$ cat src/design/agap_pkg.sv
`default_nettype none

package agap_pkg;

    // Configuration register indexes
    typedef enum logic [2:0] {
        CFG_INT_OPEN  = 3'd0,
        CFG_INT_EXT   = 3'd1,
        CFG_TERM_OPEN = 3'd2,
        CFG_TERM_EXT  = 3'd3,
        CFG_ROWS_A    = 3'd4,
        CFG_COLS_B    = 3'd5
    } cfg_idx_t;

    // Match source and ending state codes
    typedef enum logic [1:0] {
        SRC_M = 2'd0,
        SRC_D = 2'd1,
        SRC_I = 2'd2
    } src_t;

    // Reset values of the configuration registers (penalties in Q7.8)
    localparam logic [15:0] INT_OPEN_RST  = 16'hFF26;  // -0.85
    localparam logic [15:0] INT_EXT_RST   = 16'hFFE6;  // -0.10
    localparam logic [15:0] TERM_OPEN_RST = 16'h0000;  //  0.0
    localparam logic [15:0] TERM_EXT_RST  = 16'hFFE6;  // -0.10
    localparam logic [15:0] ROWS_A_RST    = 16'd1;
    localparam logic [10:0] COLS_B_RST    = 11'd1;

    // Gap penalties, raw two's complement Q7.8
    typedef struct packed {
        logic [15:0] int_open;
        logic [15:0] int_ext;
        logic [15:0] term_open;
        logic [15:0] term_ext;
    } pen_t;

    // Per-cell position flags handed from the sequencer to the cell datapath
    typedef struct packed {
        logic first_row;
        logic last_row;
        logic first_col;
        logic at_end;
        logic fwd;       // row data comes from the write of the previous beat
    } cell_ctrl_t;

endpackage

`default_nettype wire

$ cat src/design/agap_cell.sv
`default_nettype none

module agap_cell import agap_pkg::*; #(
    parameter int SCORE_BITS = 32
) (
    input  wire logic                  aclk,
    input  wire logic                  aresetn,
    input  wire logic                  s1_valid,
    input  wire cell_ctrl_t            s1_ctrl,
    input  wire logic [15:0]           s1_score,
    input  wire pen_t                  pen,
    input  wire logic [SCORE_BITS-1:0] rd_match,
    input  wire logic [SCORE_BITS-1:0] rd_delete,
    output logic                       s1_advance,
    output logic [SCORE_BITS-1:0]      wr_match,
    output logic [SCORE_BITS-1:0]      wr_delete,
    // result channel
    output logic                       m_valid,
    input  wire logic                  m_ready,
    output logic [3:0]                 m_cell_trace,
    output logic                       m_row_end,
    output logic                       m_edge_delete_trace,
    output logic                       m_last_row_valid,
    output logic                       m_last_row_trace,
    output logic                       m_done_res,
    output logic [31:0]                m_final_score,
    output logic [1:0]                 m_final_state
);

    localparam int SB = SCORE_BITS;
    localparam int EW = (SB > 32) ? SB : 33;
    localparam logic signed [SB-1:0] NEG_INF = {1'b1, {(SB-1){1'b0}}};
    localparam logic signed [SB-1:0] NEG_P1  = {1'b1, {(SB-2){1'b0}}, 1'b1};
    localparam logic signed [SB-1:0] SMAX    = {1'b0, {(SB-1){1'b1}}};
    localparam logic signed [EW-1:0] I32_MAX = EW'(64'sd2147483647);
    localparam logic signed [EW-1:0] I32_MINP1 = EW'(-64'sd2147483647);

    // Saturating add; minus infinity stays put
    function automatic logic signed [SB-1:0] sat_add(
        input logic signed [SB-1:0] s,
        input logic signed [15:0]   d
    );
        logic signed [SB:0] r;
        r = (SB+1)'(s) + (SB+1)'(d);
        if (s == NEG_INF) begin
            return NEG_INF;
        end else if (r[SB] != r[SB-1]) begin
            return r[SB] ? NEG_P1 : SMAX;
        end else if (r[SB-1:0] == NEG_INF) begin
            return NEG_P1;
        end else begin
            return r[SB-1:0];
        end
    endfunction

    logic signed [SB-1:0] diag_reg, ins_reg, last_ins_reg, edge_del_reg;
    logic signed [SB-1:0] fwd_m_reg, fwd_d_reg;

    logic                 m_valid_reg, m_valid_next;
    logic [3:0]           trace_reg;
    logic                 row_end_reg, edge_tr_reg, lvalid_reg, ltrace_reg, done_reg;
    logic [31:0]          fscore_reg;
    logic [1:0]           fstate_reg;

    logic signed [SB-1:0] mprev, dprev, m0, i0, xm, newm;
    logic signed [SB-1:0] md, dd, dnew, mi, ii, insn;
    logic signed [SB-1:0] lm, li, li_new, dedge, em, ed, ednew, best;
    logic signed [15:0]   open_b, ext_b, open_a, ext_a, t_open, t_ext;
    logic signed [EW-1:0] best_w;
    src_t                 src, fstate;
    logic                 del_open, ins_open, lr_act, lt, edge_tr, done;
    logic [31:0]          fscore;

    assign s1_advance = s1_valid && (!m_valid_reg || m_ready);

    // One cell: match, delete, insert, plus right-edge and last-row chains
    always_comb begin
        t_open = $signed(pen.term_open);
        t_ext  = $signed(pen.term_ext);
        mprev  = s1_ctrl.first_row ? NEG_INF :
                 (s1_ctrl.fwd ? fwd_m_reg : $signed(rd_match));
        dprev  = s1_ctrl.first_row ? NEG_INF :
                 (s1_ctrl.fwd ? fwd_d_reg : $signed(rd_delete));
        m0     = diag_reg;
        i0     = ins_reg;

        // match from the best predecessor, ties keep M then D
        xm  = m0;
        src = SRC_M;
        if (dprev > xm) begin
            xm  = dprev;
            src = SRC_D;
        end
        if (i0 > xm) begin
            xm  = i0;
            src = SRC_I;
        end
        newm = sat_add(xm, $signed(s1_score));

        // delete, terminal penalties in the first column
        open_b   = s1_ctrl.first_col ? t_open : $signed(pen.int_open);
        ext_b    = s1_ctrl.first_col ? t_ext  : $signed(pen.int_ext);
        md       = sat_add(m0, open_b);
        dd       = sat_add(dprev, ext_b);
        del_open = (md >= dd);
        dnew     = del_open ? md : dd;

        // insert, terminal penalties in the first row
        open_a   = s1_ctrl.first_row ? t_open : $signed(pen.int_open);
        ext_a    = s1_ctrl.first_row ? t_ext  : $signed(pen.int_ext);
        mi       = sat_add(m0, open_a);
        ii       = sat_add(i0, ext_a);
        ins_open = (mi >= ii);
        insn     = ins_open ? mi : ii;

        // last-row insert chain, strict compare
        lr_act = s1_ctrl.last_row && !s1_ctrl.at_end;
        lm     = sat_add(newm, t_open);
        li     = sat_add(last_ins_reg, t_ext);
        lt     = (lm > li);
        li_new = lt ? lm : li;

        // right-edge delete
        dedge   = s1_ctrl.first_row ? NEG_INF : edge_del_reg;
        em      = sat_add(mprev, t_open);
        ed      = sat_add(dedge, t_ext);
        edge_tr = (em >= ed);
        ednew   = edge_tr ? em : ed;

        // best end score
        best   = newm;
        fstate = SRC_M;
        if (ednew > best) begin
            best   = ednew;
            fstate = SRC_D;
        end
        if (last_ins_reg > best) begin
            best   = last_ins_reg;
            fstate = SRC_I;
        end
        best_w = EW'(best);
        if (best == NEG_INF) begin
            fscore = 32'h8000_0000;
        end else if (best_w > I32_MAX) begin
            fscore = 32'h7FFF_FFFF;
        end else if (best_w < I32_MINP1) begin
            fscore = 32'h8000_0001;
        end else begin
            fscore = best_w[31:0];
        end
        done = s1_ctrl.at_end && s1_ctrl.last_row;
    end

    assign wr_match  = newm;
    assign wr_delete = dnew;

    // Running scores
    always_ff @(posedge aclk) begin
        if (!aresetn) begin
            diag_reg     <= '0;
            ins_reg      <= NEG_INF;
            last_ins_reg <= NEG_INF;
        end else if (s1_advance) begin
            if (s1_ctrl.at_end && s1_ctrl.last_row) begin
                diag_reg     <= '0;
                ins_reg      <= NEG_INF;
                last_ins_reg <= NEG_INF;
            end else if (s1_ctrl.at_end) begin
                diag_reg <= NEG_INF;
                ins_reg  <= NEG_INF;
            end else begin
                diag_reg <= mprev;
                ins_reg  <= insn;
                if (lr_act) begin
                    last_ins_reg <= li_new;
                end
            end
        end
    end

    // Edge delete and forwarding copies of the row write
    always_ff @(posedge aclk) begin
        if (s1_advance) begin
            fwd_m_reg <= newm;
            fwd_d_reg <= dnew;
            if (s1_ctrl.at_end) begin
                edge_del_reg <= ednew;
            end
        end
    end

    // Output register
    always_comb begin
        m_valid_next = m_valid_reg;
        if (s1_advance) begin
            m_valid_next = 1'b1;
        end else if (m_ready) begin
            m_valid_next = 1'b0;
        end
    end

    always_ff @(posedge aclk) begin
        if (!aresetn) begin
            m_valid_reg <= 1'b0;
        end else begin
            m_valid_reg <= m_valid_next;
        end
    end

    always_ff @(posedge aclk) begin
        if (s1_advance) begin
            trace_reg   <= {ins_open, del_open, src};
            row_end_reg <= s1_ctrl.at_end;
            edge_tr_reg <= s1_ctrl.at_end && edge_tr;
            lvalid_reg  <= lr_act;
            ltrace_reg  <= lr_act && lt;
            done_reg    <= done;
            fscore_reg  <= done ? fscore : 32'd0;
            fstate_reg  <= done ? fstate : SRC_M;
        end
    end

    assign m_valid             = m_valid_reg;
    assign m_cell_trace        = trace_reg;
    assign m_row_end           = row_end_reg;
    assign m_edge_delete_trace = edge_tr_reg;
    assign m_last_row_valid    = lvalid_reg;
    assign m_last_row_trace    = ltrace_reg;
    assign m_done_res          = done_reg;
    assign m_final_score       = fscore_reg;
    assign m_final_state       = fstate_reg;

`ifndef SYNTHESIS
    // final cell always closes a row
    a_done_row_end: assert property (@(posedge aclk) disable iff (!aresetn)
        (m_valid && m_done_res) |-> m_row_end)
        else $error("done without row_end");

    // last-row insert trace never on the closing cell
    a_lrow_not_end: assert property (@(posedge aclk) disable iff (!aresetn)
        m_valid |-> !(m_row_end && m_last_row_valid))
        else $error("last-row trace on row end");

    // a beat leaving stage 1 is presented next cycle
    a_advance_out: assert property (@(posedge aclk) disable iff (!aresetn)
        s1_advance |=> m_valid)
        else $error("result lost");

    // running insert restarts at each row end
    a_ins_restart: assert property (@(posedge aclk) disable iff (!aresetn)
        (s1_advance && s1_ctrl.at_end) |=> (ins_reg == NEG_INF))
        else $error("insert not restarted");
`endif

endmodule

`default_nettype wire

$ cat config.mk
export PLATFORM = sky130hd
export DESIGN_NAME = agap_cell
export DESIGN_NICKNAME = d
export VERILOG_FILES = /design/src/design/agap_pkg.sv /design/src/design/agap_cell.sv
export SDC_FILE = /design/constraint.sdc
export NUM_CORES = 2
export LEC_CHECK = 0
export BUFFER_PORTS_ARGS = -buffer_cell sky130_fd_sc_hd__buf_4
export CAP_MARGIN = 20
export CORE_MARGIN = 3
export CORE_UTILIZATION = 55
export DETAILED_ROUTE_END_ITERATION = 16
export PLACE_DENSITY = 0.77
export SETUP_SLACK_MARGIN = 0.02
export SKIP_CTS_REPAIR_TIMING = 1
export SLEW_MARGIN = 20
export SYNTH_ARGS = -nofsm -noshare
export SYNTH_HDL_FRONTEND = slang
export SYNTH_SLANG_ARGS = --single-unit
$ cat constraint.sdc
create_clock -name aclk -period 28.6 [get_ports aclk]
set_input_delay 1.43 -clock aclk [delete_from_list [all_inputs] [get_ports aclk]]
set_output_delay 1.43 -clock aclk [all_outputs]
set_load 0.02 [all_outputs]
==> summary.md <==
| Metric | Value |
|---|---|
| Core area | 68800 sq um |
| Worst Setup SP | s1_ctrl[0] |
| Post-synth ARST share | 0 |
| Synth top area cells | ha_1 (18%), edfxtp_1 (11%), a21oi_1 (6.6%), nor2_1 (5.8%), dfxtp_1 (5.1%) |
| EDFF count, synth | between 100 and 150 |
| CP Max Fanout | 66 |
| RSZ-0062 raised after global routing | false |
| GP Congestion | 1.12 |
| R2R setup slack | between 9000 and 10000 ps |
| Ports | 262 |
| Routed wire per std cell | around 28 um |
| DRC Markers | 0 |
| Final hold vios | 0 |
| Setup crit end kind | flip-flop |
| Worst skew pair latency | ~660 ps |
| CTS clk-pin slew, worst paths | ~70 ps |
| Initial Util | 0.556 |
| DP HPWL | 141000 um |
| Via/cell ratio | 7.02 |
| Antenna violations before repair | 13 |
| Sequential area share after synthesis | 0.160 |
| Clock root buffer | clkbuf_16 |
| Port bufs | between 200 and 300 |
| Dominant synthesized flop cell | edfxtp_1 |
| TritonCTS Buffers | 30 |
| # rows | 96 |
| CTS sink cnt | ~240 |
| Rel. slew slack | 0.257 |
| Critical path data required time | between 20000 and 30000 ps |
| Layout cells sized above 1 | 0.102 |
| Worst stage delay on the critical path | between 700 and 800 ps |
| Slew at the pin closest to its max-slew limit | ~1100 ps |
| Vias in the first global route | 38926 |
| GRT overflow | 0 |
| Crit path time final | around 20000 ps |
| CTS Buffer Depth | 3 |
| Area grow syn2layout | 10.1% |
| Fillers | about 6500 |
| Synth Register Bits | about 240 |
| Layout Skew | 76.4 ps |
| Min-Delay Startpoint | m_valid |
| Startpoint Class | input port |
| Max-cap violations | 0 |
| Max-slew violations | 0 |
| Syn Inst Count | around 5100 |
| DRT antenna net count | 0 |
| DR pass1 iterations | 7 |
| Cell variety after synth | 104 |
| Count of warnings emitted by yosys | 0 |
| CTS tree | yes |
| Setup TNS | 0 ps |
| DIE WIDTH | around 270 um |
| Fin crit share | 0.711 |
| Crit path max-delay cell type | mux2_2 |
| Crit path kind | input port to flip-flop |
| Final Setup Violations | 0 |
| Largest net degree at the start of global routing | 67 |
| Status | finished clean |
| R2R Path End | m_final_score[17] |
| Hold Crit Class | flip-flop to flip-flop |
| Crit path capture | m_final_score[17] |
| Cell Area, Synth | 38300 sq um |
| Die footprint | 72800 sq um |
| Highest clock rate | around 49 MHz |
| R2r startpoint | fwd_d_reg[25] |
| Nets | 5976 |
| H-tree Lvls | 1 |
| Die Ht | approximately 270 um |
| Initial DRC Count | ~6700 |
| Critical Path AT | roughly 21000 ps |
| Worst Reg-to-Reg Cells | slightly below 60 |
| Syn nets | between 5000 and 6000 |
| Yosys top cell by area | ha_1 |
| Avg Inst Size Synth | 7.50 sq um |
| First-pass GRT wire length | around 250000 um |
| Drt total wl | 174000 um |
| GRT Util Overall | 0.450 |
| Worst path most repeated cell | ha_1 |
| Yosys top cell area share | 0.178 |
| Vias | 43748 |
## through the flow
| stage | hold WS [ps] | worst slack (ps) | cell area, sq um | instances | util |
|---|---|---|---|---|---|
| after detailed placement | 523 | 7970 | 41200 | 6167 | 0.598 |
| final | 532 | 8270 | 42200 | 6231 | 0.613 |
| after global routing | 557 | 7150 | 42100 | 6223 | 0.612 |
| after floorplan | 458 | 11050 | 38300 | 5104 | - |
| after global placement | 501 | 8300 | 41200 | 6167 | 0.598 |
| after CTS | 536 | 8540 | 42100 | 6221 | 0.612 |
## cells in the mapped netlist (all sizes together), types with 83 or more instances
cell type  count
dfxtp         97
a21oi        503
ha           546
o21ai        371
nand3        117
clkbuf       158
nand4        103
nor2         588
inv          212
xnor2        143
o21a          83
nand2        399
edfxtp       139
a21o         163
nor3          98
## critical path: cells and delay by family
family / cells / cell delay, ps
buffers and inverters: 5 / 2320
AND/OR/NAND/NOR: 21 / 6100
AO/OA/AOI/OAI: 24 / 7000
adder cells (fa/ha/maj): 7 / 2170
multiplexers: 4 / 1590
## cell families after synthesis
group           Yosys count  synth area share
xor+xnor                223            0.0510
fa+ha+maj               565             0.186
mux                     151            0.0420
simple gates           1794             0.228
compound gates         1728             0.292
flops                   236             0.160
buf+inv                 407            0.0415
## placed cells by master, fill, tap and decap left out, drive strengths merged, types with 30 or more instances in the layout
cell type  Yosys  routed
xor2          80      80
nor2         588     588
a21o         163     163
and2          49      49
inv          212     218
o21ai        371     371
nor4          78      78
a22oi         39      39
a211oi        62      62
dfxtp         97      97
nand2b        55      55
o22ai         38      38
clkbuf       158      33
a21oi        503     503
buf           35     326
and3          54      54
nand3        117     117
a31oi         48      48
o21a          83      83
a211o         30      30
nand2        399     399
nor2b         80      80
nand4        103     103
mux2          76      76
o31ai         30      30
edfxtp       139     139
mux2i         75      75
o211ai        52      52
o21bai        50      50
or2           34      34
nor3          98      98
ha           546     546
xnor2        143     143
## per-layer routing
layer  up-vias  GRT usage  part of all wire
li1      19602          -                 -
met1     20299      0.639              0.40
met4        12      0.223             0.061
met3       540      0.138              0.16
met5         -    0.00395           0.00079
met2      3295      0.610              0.38
## worst min-delay path by stage
stage                   end  depth (start not counted)
detailed placement  m_valid                          2
floorplan             i0[0]                          2
global placement      i0[0]                          2
CTS                   i0[0]                          2
global route          i0[0]                          2
finish              m_valid                          2
## area by class of cell
class                           count  area, sq um  share of cell area
Multi-Input combinational cell   4461        30600               0.727
Sequential cell                   236         6120               0.145
Timing Repair Buffer              326         2450              0.0581
Tap cell                          931         1160              0.0276
Inverter                          213          802              0.0190
Clock buffer                       33          783              0.0186
Clock inverter                     21          190             0.00451
Antenna cell                       10         25.0            0.000594
Power is left out: the tool's default activity adds up to more than one toggle a clock period on the data nets, which glitch-free logic cannot reach.
