**config.mk**
```make
export PLATFORM = sky130hd
export DESIGN_NAME = agap_seq
export DESIGN_NICKNAME = d
export VERILOG_FILES = /design/src/design/agap_pkg.sv /design/src/design/agap_seq.sv
export SDC_FILE = /design/constraint.sdc
export NUM_CORES = 1
export LEC_CHECK = 0
export BUFFER_PORTS_ARGS = -buffer_cell sky130_fd_sc_hd__buf_2
export CORE_UTILIZATION = 54
export CTS_BUF_LIST = sky130_fd_sc_hd__clkbuf_16
export DETAILED_ROUTE_END_ITERATION = 10
export PLACE_DENSITY_LB_ADDON = 0.1
export SYNTH_ARGS = -nofsm -noshare
export SYNTH_HDL_FRONTEND = slang
export SYNTH_SLANG_ARGS = --single-unit
```
**constraint.sdc**
```tcl
create_clock -name aclk -period 3.7 [get_ports aclk]
set_input_delay 0.185 -clock aclk [delete_from_list [all_inputs] [get_ports aclk]]
set_output_delay 0.185 -clock aclk [all_outputs]
set_load 0.005 [all_outputs]
```
**src/design/agap_pkg.sv**
```systemverilog
`default_nettype none

package agap_pkg;

    // Configuration register indexes
    typedef enum logic [2:0] {
        CFG_INT_OPEN  = 3'd0,
        CFG_INT_EXT   = 3'd1,
        CFG_TERM_OPEN = 3'd2,
        CFG_TERM_EXT  = 3'd3,
        CFG_ROWS_A    = 3'd4,
        CFG_COLS_B    = 3'd5
    } cfg_idx_t;

    // Match source and ending state codes
    typedef enum logic [1:0] {
        SRC_M = 2'd0,
        SRC_D = 2'd1,
        SRC_I = 2'd2
    } src_t;

    // Reset values of the configuration registers (penalties in Q7.8)
    localparam logic [15:0] INT_OPEN_RST  = 16'hFF26;  // -0.85
    localparam logic [15:0] INT_EXT_RST   = 16'hFFE6;  // -0.10
    localparam logic [15:0] TERM_OPEN_RST = 16'h0000;  //  0.0
    localparam logic [15:0] TERM_EXT_RST  = 16'hFFE6;  // -0.10
    localparam logic [15:0] ROWS_A_RST    = 16'd1;
    localparam logic [10:0] COLS_B_RST    = 11'd1;

    // Gap penalties, raw two's complement Q7.8
    typedef struct packed {
        logic [15:0] int_open;
        logic [15:0] int_ext;
        logic [15:0] term_open;
        logic [15:0] term_ext;
    } pen_t;

    // Per-cell position flags handed from the sequencer to the cell datapath
    typedef struct packed {
        logic first_row;
        logic last_row;
        logic first_col;
        logic at_end;
        logic fwd;       // row data comes from the write of the previous beat
    } cell_ctrl_t;

endpackage

`default_nettype wire

```
**src/design/agap_seq.sv**
```systemverilog
`default_nettype none

module agap_seq import agap_pkg::*; #(
    parameter int MAX_COLS = 1024,
    localparam int AW = $clog2(MAX_COLS),
    localparam int CW = ((AW + 2) > 12) ? (AW + 2) : 12
) (
    input  wire logic          aclk,
    input  wire logic          aresetn,
    // configuration writes
    input  wire logic          cfg_wr_en,
    input  wire logic [2:0]    cfg_index,
    input  wire logic [15:0]   cfg_wdata,
    // input channel
    input  wire logic          s_valid,
    output logic               s_ready,
    input  wire logic [15:0]   s_match_score,
    // compute stage
    input  wire logic          s1_advance,
    output logic               s1_valid,
    output cell_ctrl_t         s1_ctrl,
    output logic [AW-1:0]      s1_col,
    output logic [15:0]        s1_score,
    output pen_t               pen,
    // row memory read side
    output logic               rd_en,
    output logic [AW-1:0]      rd_addr
);

    logic [15:0]   int_open_reg, int_ext_reg, term_open_reg, term_ext_reg;
    logic [15:0]   rows_a_reg;
    logic [10:0]   cols_b_reg;

    logic [AW-1:0] col_idx_reg, col_idx_next;
    logic [15:0]   row_idx_reg, row_idx_next;
    logic          s1_valid_reg, s1_valid_next;
    cell_ctrl_t    s1_ctrl_reg;
    logic [AW-1:0] s1_col_reg;
    logic [15:0]   s1_score_reg;

    logic          accept;
    logic [15:0]   nrows;
    logic [CW-1:0] ncols_raw, ncols;
    logic          first_row, last_row, at_end;
    cell_ctrl_t    ctrl;

    // Configuration registers
    always_ff @(posedge aclk) begin
        if (!aresetn) begin
            int_open_reg  <= INT_OPEN_RST;
            int_ext_reg   <= INT_EXT_RST;
            term_open_reg <= TERM_OPEN_RST;
            term_ext_reg  <= TERM_EXT_RST;
            rows_a_reg    <= ROWS_A_RST;
            cols_b_reg    <= COLS_B_RST;
        end else if (cfg_wr_en) begin
            case (cfg_idx_t'(cfg_index))
                CFG_INT_OPEN:  int_open_reg  <= cfg_wdata;
                CFG_INT_EXT:   int_ext_reg   <= cfg_wdata;
                CFG_TERM_OPEN: term_open_reg <= cfg_wdata;
                CFG_TERM_EXT:  term_ext_reg  <= cfg_wdata;
                CFG_ROWS_A:    rows_a_reg    <= cfg_wdata;
                CFG_COLS_B:    cols_b_reg    <= cfg_wdata[10:0];
                default: ;
            endcase
        end
    end

    // Stage 1 is free or empties this cycle
    assign s_ready = !s1_valid_reg || s1_advance;
    assign accept  = s_valid && s_ready;

    // Position of the accepted cell; zero lengths count as one
    always_comb begin
        nrows     = (rows_a_reg == 16'd0) ? 16'd1 : rows_a_reg;
        ncols_raw = (cols_b_reg == 11'd0) ? CW'(1) : CW'(cols_b_reg);
        ncols     = (ncols_raw > CW'(MAX_COLS)) ? CW'(MAX_COLS) : ncols_raw;
        first_row = (row_idx_reg == 16'd0);
        last_row  = ({1'b0, row_idx_reg} + 17'd1) >= {1'b0, nrows};
        at_end    = (CW'(col_idx_reg) + CW'(1)) >= ncols;

        ctrl.first_row = first_row;
        ctrl.last_row  = last_row;
        ctrl.first_col = (col_idx_reg == '0);
        ctrl.at_end    = at_end;
        // same column written by the beat leaving stage 1 (single-column rows)
        ctrl.fwd       = s1_advance && (s1_col_reg == col_idx_reg);
    end

    // Column and row counters
    always_comb begin
        col_idx_next = col_idx_reg;
        row_idx_next = row_idx_reg;
        if (accept) begin
            if (at_end) begin
                col_idx_next = '0;
                row_idx_next = last_row ? 16'd0 : row_idx_reg + 16'd1;
            end else begin
                col_idx_next = col_idx_reg + AW'(1);
            end
        end
    end

    always_comb begin
        s1_valid_next = s1_valid_reg;
        if (accept) begin
            s1_valid_next = 1'b1;
        end else if (s1_advance) begin
            s1_valid_next = 1'b0;
        end
    end

    always_ff @(posedge aclk) begin
        if (!aresetn) begin
            col_idx_reg  <= '0;
            row_idx_reg  <= 16'd0;
            s1_valid_reg <= 1'b0;
        end else begin
            col_idx_reg  <= col_idx_next;
            row_idx_reg  <= row_idx_next;
            s1_valid_reg <= s1_valid_next;
        end
    end

    // Stage 1 payload, loaded with the memory read
    always_ff @(posedge aclk) begin
        if (accept) begin
            s1_ctrl_reg  <= ctrl;
            s1_col_reg   <= col_idx_reg;
            s1_score_reg <= s_match_score;
        end
    end

    assign rd_en         = accept;
    assign rd_addr       = col_idx_reg;
    assign s1_valid      = s1_valid_reg;
    assign s1_ctrl       = s1_ctrl_reg;
    assign s1_col        = s1_col_reg;
    assign s1_score      = s1_score_reg;
    assign pen.int_open  = int_open_reg;
    assign pen.int_ext   = int_ext_reg;
    assign pen.term_open = term_open_reg;
    assign pen.term_ext  = term_ext_reg;

endmodule

`default_nettype wire

```
==> impl_metrics.json, run 1 <==
{
  "fmaxAchievable_ghz": 0.304,
  "muxShareOfSynthArea_pct": 0,
  "worst-path-buf-inv": 0,
  "fp.dieArea_sq_um": 12900,
  "vias": 5894,
  "first_pass_iters": 5,
  "core_area_sq_um": 12100,
  "synth_area_leader_cell": "dfxtp_1",
  "required_ns": 4.05,
  "grt.met2_usage_pct": 44.7,
  "ys_top_cells_by_area": "dfxtp_1 (35%), edfxtp_1 (14%), nand2_1 (13%)",
  "die_w_um": 113,
  "slew_headroom_pct": 23.5,
  "worstSkewPairLatency_ns": 0.42,
  "synth_nets": 845,
  "cts_root_buffer": "clkbuf_16",
  "rsz0062_at_grt": "false",
  "fin_setup_tns_ns": 0,
  "synth_commonest_cells": "nand2_1 (237), dfxtp_1 (118), a21oi_1 (61)",
  "std_cell_rows": 40,
  "yosys.area.top_type_share_pct": 35.2,
  "synth_fa_ha_area_share_pct": 5.78,
  "post-synth-top-count-cell": "nand2_1",
  "syn2layout_area_growth_pct": 22.4,
  "synth_top_family_by_area": "simple AND/OR/NAND/NOR gates",
  "critPathMaxStageDelay_ns": 0.44,
  "drt-wirelength-per-cell_um": 15.2,
  "maxCapViolations": 0,
  "p_leak_nw": 3.46,
  "syn_avg_cell_area_sq_um": 8.67,
  "finalSetupViolCount": 0,
  "grt_start_max_net_pins": 68,
  "syn_area_sq_um": 6710,
  "slew_viol_final": 0,
  "pwr_density_cell_nw_per_um2": 446,
  "start_kind": "flip-flop",
  "met3_usage_pct": 7.44,
  "finalCritPeriodShare_pct": 89.0,
  "antenna_found_initial": 0,
  "wl_um": 16600,
  "top_usage_layer": "met2",
  "overflow": 0,
  "hold_path.class": "in2reg",
  "cts_tree": "yes",
  "cpMaxStageDelayCell": "dfxtp_1",
  "yosys.area_share.simple_pct": 25.7,
  "worst_pin_slew_ns": 1.14,
  "cpLargestDelayFamily": "simple AND/OR/NAND/NOR gates",
  "period_needed_ns": 3.29,
  "worstPathArrival_ns": 3.64,
  "r2r-start": "rd_addr[1]$_SDFFE_PN0P_",
  "async_reset_ff_share_pct": 0,
  "grt_pass1_vias": 5643,
  "cts_inserted_buffers": 17,
  "cts_max_level": 4,
  "hpwl_um": 11500,
  "yosysWarnings": 0,
  "nets": 988,
  "drc_errors": 0,
  "die_y_um": 113,
  "drt_iter0_drc": 258,
  "io_pins": 148,
  "syn_inst": 774,
  "startpoint": "rd_addr[1]$_SDFFE_PN0P_",
  "vias_per_cell": 5.38,
  "layout-drive-gt1-share_pct": 21.6,
  "grt_pass1_wl_um": 27100,
  "synthFlopType": "dfxtp_1",
  "final-hold-violation-count": 0,
  "crit_path_max_fanout": 13,
  "track_usage_pct": 26.8,
  "synthXorXnorAreaFrac_pct": 5.35,
  "placement.io_buffers": 147,
  "fillerInstances": 989,
  "cts_buffer_depth": 2,
  "synth_edf_count": 31,
  "fin_util_pct": 68.1,
  "clk_pin_slew_ns": 0.06,
  "use_met1_pct": 32.5,
  "synth_cell_types": 63,
  "critPathKind": "reg2reg",
  "clock_sinks": 149,
  "synth_compound_area_share_pct": 9.72,
  "skew_ns": 0.00680,
  "min_from": "cfg_wdata[15]",
  "end_kind": "flip-flop",
  "n_antenna_cell": 0,
  "seq_area_frac_synth_pct": 49.1,
  "gp_congestion": 0.829,
  "crit_chain": "ha_1 -> nand3_1 -> nor2_1 -> nand3_1 -> xnor2_1 -> ha_1 -> o211a_1 -> and3_1 -> a21o_1 -> nand2b_1 -> a21oi_1",
  "vdd_drop_max_uv": 374,
  "drtAntennaViolNets": 0,
  "yosys_register_bits": 149,
  "start_util_pct": 55.6,
  "outcome": "finished clean"
}
[placed cells by master, fill, tap and decap left out, types with 3 or more instances in the layout]
cell type and count:
nand3_1 52, dlygate4sd3_1 16, o22ai_1 6, a2bb2oi_1 3, nor2_1 24, nand4_1 9
ha_1 31, xnor2_1 26, nor3b_1 3, edfxtp_1 31, clkbuf_16 19, clkinv_2 4
nand2b_1 3, nor4_1 11, a21oi_1 61, inv_1 28, nand3b_1 4, o221ai_2 3
a31oi_1 3, buf_2 147, o21ai_0 3, nand2_1 237, a21o_1 3, xor2_1 15
and3_1 8, buf_4 6, dfxtp_1 118, nor3_1 5
[cells by family (layout without fill, tap and decap cells)]
| kind of cell | Yosys count | after routing |
|---|---|---|
| buffers and inverters | 72 | 226 |
| adder cells (fa/ha/maj) | 31 | 31 |
| flip-flops | 149 | 149 |
| AND/OR/NAND/NOR | 379 | 379 |
| AO/OA/AOI/OAI | 102 | 102 |
| XOR/XNOR | 41 | 41 |
[tightest hold or removal path, cell delays in order]
cell and delay [ns]:
buf_2 0.14, nand2_1 0.06, a21oi_1 0.05
[final timing paths]
path	to	slack [ns]	cells past startpoint
max	rd_addr[1]$_SDFFE_PN0P_	0.41	11
min	rows_a_reg[15]$_SDFFE_PN0P_	0.06	3
max reg2reg	rd_addr[1]$_SDFFE_PN0P_	0.41	11
min reg2reg	term_open_reg[4]$_SDFFE_PN0P_	0.45	2
[stage by stage]
| stage | cell area, sq um | instances | power [W] | hold slack (ns) | worst slack, ns |
|---|---|---|---|---|---|
| after floorplan | 6710 | 774 | 0.00199 | 0.284 | 0.727 |
| after global placement | 7520 | 1050 | 0.00212 | 0.363 | 0.620 |
| after detailed placement | 7520 | 1050 | 0.00213 | 0.364 | 0.496 |
| after CTS | 8210 | 1096 | 0.00369 | 0.0398 | 0.429 |
| after global routing | 8210 | 1096 | 0.00380 | 0.0522 | 0.135 |
| final | 8210 | 1096 | 0.00367 | 0.0610 | 0.406 |
[final cells by class]
| class | instances | area, sq um | area share [%] |
|---|---|---|---|
| flip-flops and latches | 149 | 3290 | 40.1 |
| multi-input cells | 553 | 3130 | 38.1 |
| clock inverters | 11 | 58.8 | 0.716 |
| clock buffers | 19 | 475 | 5.79 |
| well taps | 168 | 210 | 2.56 |
| inverters | 27 | 104 | 1.26 |
| repair buffers | 169 | 941 | 11.5 |
[power breakdown]
group / internal, W / switching (W) / total (W)
registers: 0.00172 / 0.0000291 / 0.00175
clock network: 0.000916 / 0.000637 / 0.00155
logic: 0.000150 / 0.000215 / 0.000365
total: 0.00278 / 0.000881 / 0.00367
[timing repair]
item | CTS | global route
hold buffers | 16 | 0
gates resized for setup | 0 | 0
hold endpoints to repair | 16 | 0
buffers inserted | 0 | 0
[layer usage]
layer / part of all wire (%) / vias to the layer above
met2: 47 / 223
li1: - / 2913
met1: 43 / 2724
met5: 0 / -
met3: 7.7 / 34
met4: 2.3 / 0
Power figures use the tool's default switching activity.
==> run 2: changes to the inputs <==
--- a/config.mk
+++ b/config.mk
@@ -5,7 +5,8 @@
 export SDC_FILE = /design/constraint.sdc
 export NUM_CORES = 1
 export LEC_CHECK = 0
-export BUFFER_PORTS_ARGS = -buffer_cell sky130_fd_sc_hd__buf_2
+export ABC_AREA = 1
+export BUFFER_PORTS_ARGS = -buffer_cell sky130_fd_sc_hd__buf_4
 export CORE_UTILIZATION = 54
 export CTS_BUF_LIST = sky130_fd_sc_hd__clkbuf_16
 export DETAILED_ROUTE_END_ITERATION = 10
==> constraint.sdc (replaced) <==
create_clock -name aclk -period 3.7 [get_ports aclk]
set_input_delay 0.185 -clock aclk [delete_from_list [all_inputs] [get_ports aclk]]
set_output_delay 0.185 -clock aclk [all_outputs]
set_load 0.05 [all_outputs]
==> impl_metrics.json, run 2 <==
{
  "synth_area_leader_cell": "dfxtp_1",
  "crit_path_max_fanout": 17,
  "regToRegSetupSlack_ns": 0.71,
  "cts_root_buffer": "clkbuf_16",
  "crit_chain": "ha_1 -> nand3_2 -> inv_2 -> nand2_2 -> nor2_4 -> nand2_1 -> xor2_1 -> inv_1 -> ha_1 -> nand2_1 -> inv_1 -> nand2_1 -> nand2_1 -> nand2_1 -> nand2_1 -> nand2_1 -> nand2_1 -> nor2_4 -> nand3_1 -> nand2_1",
  "synth_edf_count": 31,
  "fin_ws_ns": 0.707,
  "cts_buffer_depth": 2,
  "start_util_pct": 55.8,
  "fp.dieArea_sq_um": 12900,
  "end_kind": "flip-flop",
  "drt-wirelength-per-cell_um": 14.8,
  "overflow": 0,
  "cts_resized": 0,
  "drt_iter0_drc": 388,
  "multi_input_area_sq_um": 3030,
  "nets": 1055,
  "worstPathArrival_ns": 3.35,
  "synth_cell_types": 37,
  "first_pass_iters": 4,
  "placement.io_buffers": 147,
  "p_leak_nw": 4.12,
  "cts_tree": "yes",
  "grt_pass1_vias": 5662,
  "skew_ns": 0.00868,
  "fin_util_pct": 71.8,
  "cpLargestDelayFamily": "simple AND/OR/NAND/NOR gates",
  "pwr_density_cell_nw_per_um2": 510,
  "grt_start_max_net_pins": 89,
  "yosys_register_bits": 149,
  "syn_area_sq_um": 6730,
  "synth_commonest_cells": "nand2_1 (179), dfxtp_1 (118), nor2_1 (118)",
  "seq_area_frac_synth_pct": 48.9,
  "cpMostUsedCell": "nand2_1",
  "layout-drive-gt1-share_pct": 21.5,
  "vias_per_cell": 5.18,
  "worst_pin_slew_ns": 0.781,
  "critPathMaxStageDelay_ns": 0.47,
  "r2r-start": "row_idx_reg[0]$_SDFFE_PN0P_",
  "io_pins": 148,
  "wl_um": 17300,
  "place_ws_ns": 0.760,
  "grt_pass1_wl_um": 27900,
  "critPathKind": "reg2reg",
  "fin_setup_tns_ns": 0,
  "gp_congestion": 0.904,
  "worst-path-buf-inv": 3,
  "yosysWarnings": 0,
  "seq_area_sq_um": 3290,
  "cts_max_level": 4,
  "rsz0062_at_grt": "false",
  "core_area_sq_um": 12100,
  "whs_ns": 0.0427,
  "required_ns": 4.06,
  "finalCritPeriodShare_pct": 80.9,
  "most-common-layout-cells": "nand2_1 (179), buf_4 (150), nor2_1 (118), dfxtp_1 (118), nand3_1 (74)",
  "hold_path.class": "in2reg",
  "die_w_um": 114,
  "die_y_um": 114,
  "antenna_found_initial": 0,
  "drc_errors": 0,
  "ys_top_cells_by_area": "dfxtp_1 (35%), edfxtp_1 (14%), nand2_1 (10%)",
  "period_needed_ns": 2.99,
  "outcome": "finished clean",
  "track_usage_pct": 27.8,
  "crit_end": "row_idx_reg[4]$_SDFFE_PN0P_",
  "drtAntennaViolNets": 0,
  "cts_inserted_buffers": 17,
  "startpoint": "row_idx_reg[0]$_SDFFE_PN0P_",
  "clk_pin_slew_ns": 0.06,
  "vdd_drop_max_uv": 305,
  "syn_avg_cell_area_sq_um": 8.12,
  "slew_viol_final": 0,
  "layout_commonest_cell": "nand2_1",
  "syn_inst": 829,
  "min_from": "cfg_wdata[15]",
  "post-synth-top-count-cell": "nand2_1",
  "worst_r2r_path_depth": 20,
  "reg2reg_to": "row_idx_reg[4]$_SDFFE_PN0P_",
  "cp.depth": 20,
  "finalSetupViolCount": 0,
  "fmaxAchievable_ghz": 0.334,
  "synth_nets": 900,
  "n_antenna_cell": 0,
  "stdcell_area_sq_um": 8660,
  "final-hold-violation-count": 0,
  "maxCapViolations": 0,
  "syn2layout_area_growth_pct": 28.8,
  "clock_sinks": 149,
  "dpl-instance-area_sq_um": 7930,
  "slew_headroom_pct": 47.9,
  "worstSkewPairLatency_ns": 0.42,
  "vias": 6028,
  "start_kind": "flip-flop",
  "cpMaxStageDelayCell": "dfxtp_1",
  "std_cell_rows": 40,
  "hpwl_um": 12100,
  "yosys.area.top_type_share_pct": 35.1,
  "async_reset_ff_share_pct": 0,
  "hold_depth": 3,
  "synthFlopType": "dfxtp_1",
  "fillerInstances": 955
}
==> run 2: cell types whose count changed in the layout (fill, tap and decap cells not counted), moves of 7 or more <==
cell / before / now
nand3_1: 52 / 74
o21ai_0: 3 / 62
buf_2: 147 / 0
nand3_2: 0 / 11
inv_1: 28 / 70
buf_4: 6 / 150
nand2_1: 237 / 179
xnor2_1: 26 / 8
a21oi_1: 61 / 25
nor2_1: 24 / 118
and3_1: 8 / 1
==> run 2: final cells by class <==
cell class                 instances  share of cell area (%)
sequential                       149                    38.0
multi-input combinational        578                    34.9
timing repair buffer             166                    14.8
clock buffer                      18                    5.20
inverter                          72                    3.12
tap                              168                    2.43
clock inverter                    13                    1.49
==> run 2: how the worst min path moves through the flow <==
stage | end | slack [ns]
final | term_ext_reg[15]$_SDFFE_PN1P_ | 0.04
after global routing | int_ext_reg[15]$_SDFFE_PN1P_ | 0.04
after CTS | term_ext_reg[15]$_SDFFE_PN1P_ | 0.04
after global placement | s1_score[1]$_DFFE_PP_ | 0.36
after detailed placement | s1_score[7]$_DFFE_PP_ | 0.37
after floorplan | s1_score[0]$_DFFE_PP_ | 0.28
==> run 2: timing repair <==
| item | CTS | global route |
|---|---|---|
| endpoints found under the hold margin | 16 | 0 |
| buffers inserted | 0 | 0 |
| hold buffers | 16 | 0 |
==> run 2: metal layers <==
layer	vias to the layer above	part of all wire, %	track usage [%]
met5	-	0	0
met4	0	2.3	11.1
met3	23	6.9	6.80
met2	207	47	45.7
met1	2777	44	35.0
li1	3021	-	-
==> run 2: where the power goes <==
part | total, W | internal, W | switching (W) | leakage (nW)
Combinational | 0.000903 | 0.000281 | 0.000622 | 2.57
Clock | 0.00169 | 0.00103 | 0.000668 | 0.295
Sequential | 0.00182 | 0.00176 | 0.0000664 | 1.26
Total | 0.00442 | 0.00306 | 0.00136 | 4.12
==> run 2: cell families after synthesis <==
logic type | after synthesis | share of synthesized area (%)
XOR/XNOR | 23 | 2.99
AND/OR/NAND/NOR | 429 | 28.9
AO/OA/AOI/OAI | 95 | 7.31
buffers and inverters | 102 | 6.10
adder cells (fa/ha/maj) | 31 | 5.76
flip-flops | 149 | 48.9
==> run 2: worst min-delay path: stages <==
cell and delay [ns]:
buf_4 0.12, nand2_1 0.06, nand3_1 0.06
==> run 2: metrics by stage <==
stage | instances | total power, W
after floorplan | 829 | 0.00249
after global placement | 1117 | 0.00272
after detailed placement | 1117 | 0.00274
after CTS | 1164 | 0.00444
after global routing | 1164 | 0.00460
final | 1164 | 0.00442
==> run 3: changes to the inputs <==
--- a/config.mk
+++ b/config.mk
@@ -7,7 +7,7 @@
 export LEC_CHECK = 0
 export ABC_AREA = 1
 export BUFFER_PORTS_ARGS = -buffer_cell sky130_fd_sc_hd__buf_4
-export CORE_UTILIZATION = 54
+export CORE_UTILIZATION = 49
 export CTS_BUF_LIST = sky130_fd_sc_hd__clkbuf_16
 export DETAILED_ROUTE_END_ITERATION = 10
 export PLACE_DENSITY_LB_ADDON = 0.1
==> constraint.sdc (replaced) <==
create_clock -name aclk -period 2.7 [get_ports aclk]
set_input_delay 0.135 -clock aclk [delete_from_list [all_inputs] [get_ports aclk]]
set_output_delay 0.135 -clock aclk [all_outputs]
set_load 0.05 [all_outputs]
==> impl_metrics.json, run 3 (synthesized netlist as in run 2, its figures left out) <==
{
  "outcome": "finished clean",
  "core_area_sq_um": 13300,
  "fp.dieArea_sq_um": 14200,
  "vias": 6107,
  "fillerInstances": 1127,
  "startpoint": "row_idx_reg[1]$_SDFFE_PN0P_",
  "antenna_found_initial": 0,
  "grt_pass1_wl_um": 28800,
  "cts_inserted_buffers": 17,
  "r2r-start": "row_idx_reg[1]$_SDFFE_PN0P_",
  "worstSkewPairLatency_ns": 0.42,
  "overflow": 0,
  "drt_iter0_drc": 319,
  "clock_sinks": 149,
  "hpwl_um": 12400,
  "min_from": "cfg_wdata[5]",
  "worstPathArrival_ns": 2.69,
  "drc_errors": 0,
  "final-hold-violation-count": 0,
  "pwr-share-seq_pct": 40.5,
  "finalCritPeriodShare_pct": 93.1,
  "track_usage_pct": 26.0,
  "critPathKind": "reg2reg",
  "clkPwrFrac_pct": 35.6,
  "hold_depth": 3,
  "skew_ns": 0.00614,
  "n_antenna_cell": 0,
  "crit_path_max_fanout": 5,
  "maxCapViolations": 0,
  "cts_tree": "yes",
  "hold_end": "term_ext_reg[5]$_SDFFE_PN1P_",
  "multi_input_area_sq_um": 3090,
  "finalSetupViolCount": 0,
  "comb_power_share_pct": 23.9,
  "cpLargestDelayFamily": "simple AND/OR/NAND/NOR gates",
  "worst_pin_slew_ns": 0.781,
  "p_int_w": 0.00424,
  "crit_chain": "ha_4 -> nand3_2 -> inv_2 -> nand2_2 -> nor2_4 -> nand2_1 -> xor2_1 -> inv_1 -> ha_4 -> nand2_1 -> inv_1 -> nand2_1 -> nand2_1 -> nand2_1 -> nand2_1 -> nand2_1 -> nand2_1 -> nor2_4 -> buf_12 -> inv_2",
  "hold_path.class": "in2reg",
  "cpMaxStageDelayCell": "dfxtp_2",
  "critPathMaxStageDelay_ns": 0.35,
  "slew_viol_final": 0,
  "place_ws_ns": 0.0525,
  "vdd_drop_max_uv": 436,
  "gp_congestion": 0.860,
  "cts_buffer_depth": 2,
  "syn2layout_area_growth_pct": 34.3,
  "reg2reg_to": "s1_ctrl[3]$_DFFE_PP_",
  "first_pass_iters": 4,
  "io_pins": 148,
  "std_cell_rows": 42,
  "seq_area_sq_um": 3310,
  "most-common-layout-cells": "nand2_1 (177), buf_4 (168), nor2_1 (117)",
  "die_w_um": 119,
  "start_kind": "flip-flop",
  "end_kind": "flip-flop",
  "drt-wirelength-per-cell_um": 15.1,
  "fin_ws_ns": 0.187,
  "p_leak_nw": 4.29,
  "drtAntennaViolNets": 0,
  "pwr_density_cell_nw_per_um2": 677,
  "required_ns": 2.88,
  "fin_cells": 1202,
  "fin_util_pct": 68.0,
  "numPlacedInstances": 1142,
  "vias_per_cell": 5.08,
  "switching_share_pct": 30.7,
  "wl_um": 18200,
  "cts_max_level": 4,
  "slew_headroom_pct": 47.9,
  "worst-path-buf-inv": 5,
  "placement.io_buffers": 147,
  "fmaxAchievable_ghz": 0.398,
  "worst_r2r_path_depth": 20,
  "period_needed_ns": 2.51,
  "die_y_um": 119,
  "regToRegSetupSlack_ns": 0.19,
  "grt_start_max_net_pins": 41,
  "layout-drive-gt1-share_pct": 24.9,
  "grt_pass1_vias": 5788,
  "cts_root_buffer": "clkbuf_16",
  "fin_setup_tns_ns": 0,
  "p_switching_w": 0.00188,
  "start_util_pct": 50.6,
  "clk_pin_slew_ns": 0.06,
  "layout_commonest_cell": "nand2_1",
  "nets": 1086,
  "cpMostUsedCell": "nand2_1"
}
run 3: cell count changes in the layout (fill, tap and decap cells not counted), moves of 3 or more:
cell / delta
dfxtp_1: -10
ha_1: -3
ha_4: +3
buf_4: +18
dfxtp_2: +9
dlygate4sd3_1: +7
run 3: power groups by stage:
stage	logic, W	clock network, W	registers (W)
after detailed placement	0.00129	0	0.00253
after global placement	0.00129	0	0.00252
final	0.00146	0.00218	0.00248
after CTS	0.00133	0.00221	0.00248
after global routing	0.00157	0.00232	0.00249
after floorplan	0.000560	0	0.00286
run 3: area by class of cell:
| class | count | share of cell area (%) |
|---|---|---|
| Multi-Input combinational cell | 578 | 34.2 |
| Clock buffer | 18 | 4.98 |
| Clock inverter | 12 | 0.983 |
| Inverter | 72 | 2.99 |
| Tap cell | 176 | 2.44 |
| Sequential cell | 149 | 36.6 |
| Timing Repair Buffer | 197 | 17.8 |
run 3: stage by stage:
step | hold WS (ns) | area (sq um) | power, W
after floorplan | 0.234 | 6730 | 0.00342
after global placement | 0.313 | 8080 | 0.00381
after detailed placement | 0.315 | 8080 | 0.00382
after CTS | 0.00215 | 8850 | 0.00602
after global routing | 0.0185 | 9040 | 0.00639
final | 0.0227 | 9040 | 0.00612
run 3: layer usage:
| layer | part of all wire (%) | global-route usage [%] | up-vias |
|---|---|---|---|
| met3 | 7.7 | 7.95 | 22 |
| met5 | 0 | 0 | - |
| met2 | 46 | 42.4 | 188 |
| met4 | 1.7 | 8.47 | 0 |
| met1 | 45 | 32.7 | 2814 |
| li1 | - | - | 3083 |
run 3: how the worst max path moves through the flow:
stage | to | depth (start not counted)
5_1_grt | row_idx_reg[0]$_SDFFE_PN0P_ | 15
2_1_floorplan | row_idx_reg[8]$_SDFFE_PN0P_ | 18
3_3_place_gp | row_idx_reg[0]$_SDFFE_PN0P_ | 16
3_5_place_dp | row_idx_reg[8]$_SDFFE_PN0P_ | 17
6_report | s1_ctrl[3]$_DFFE_PP_ | 20
4_1_cts | row_idx_reg[8]$_SDFFE_PN0P_ | 17
run 3: worst register-to-register path: stages (launching register included):
cell	delay (ns)
dfxtp_2	0.35
ha_4	0.15
nand3_2	0.11
inv_2	0.07
nand2_2	0.07
nor2_4	0.12
nand2_1	0.08
xor2_1	0.14
inv_1	0.14
ha_4	0.23
nand2_1	0.06
inv_1	0.06
nand2_1	0.06
nand2_1	0.05
nand2_1	0.05
nand2_1	0.04
nand2_1	0.06
nand2_1	0.08
nor2_4	0.19
buf_12	0.15
inv_2	0.03
run 3: repair_timing:
action                                  CTS  global route
endpoints found under the setup margin    0            27
endpoints found under the hold margin    29             0
resized for setup                         0            25
hold buffers                             23             0
setup buffers                             0             5
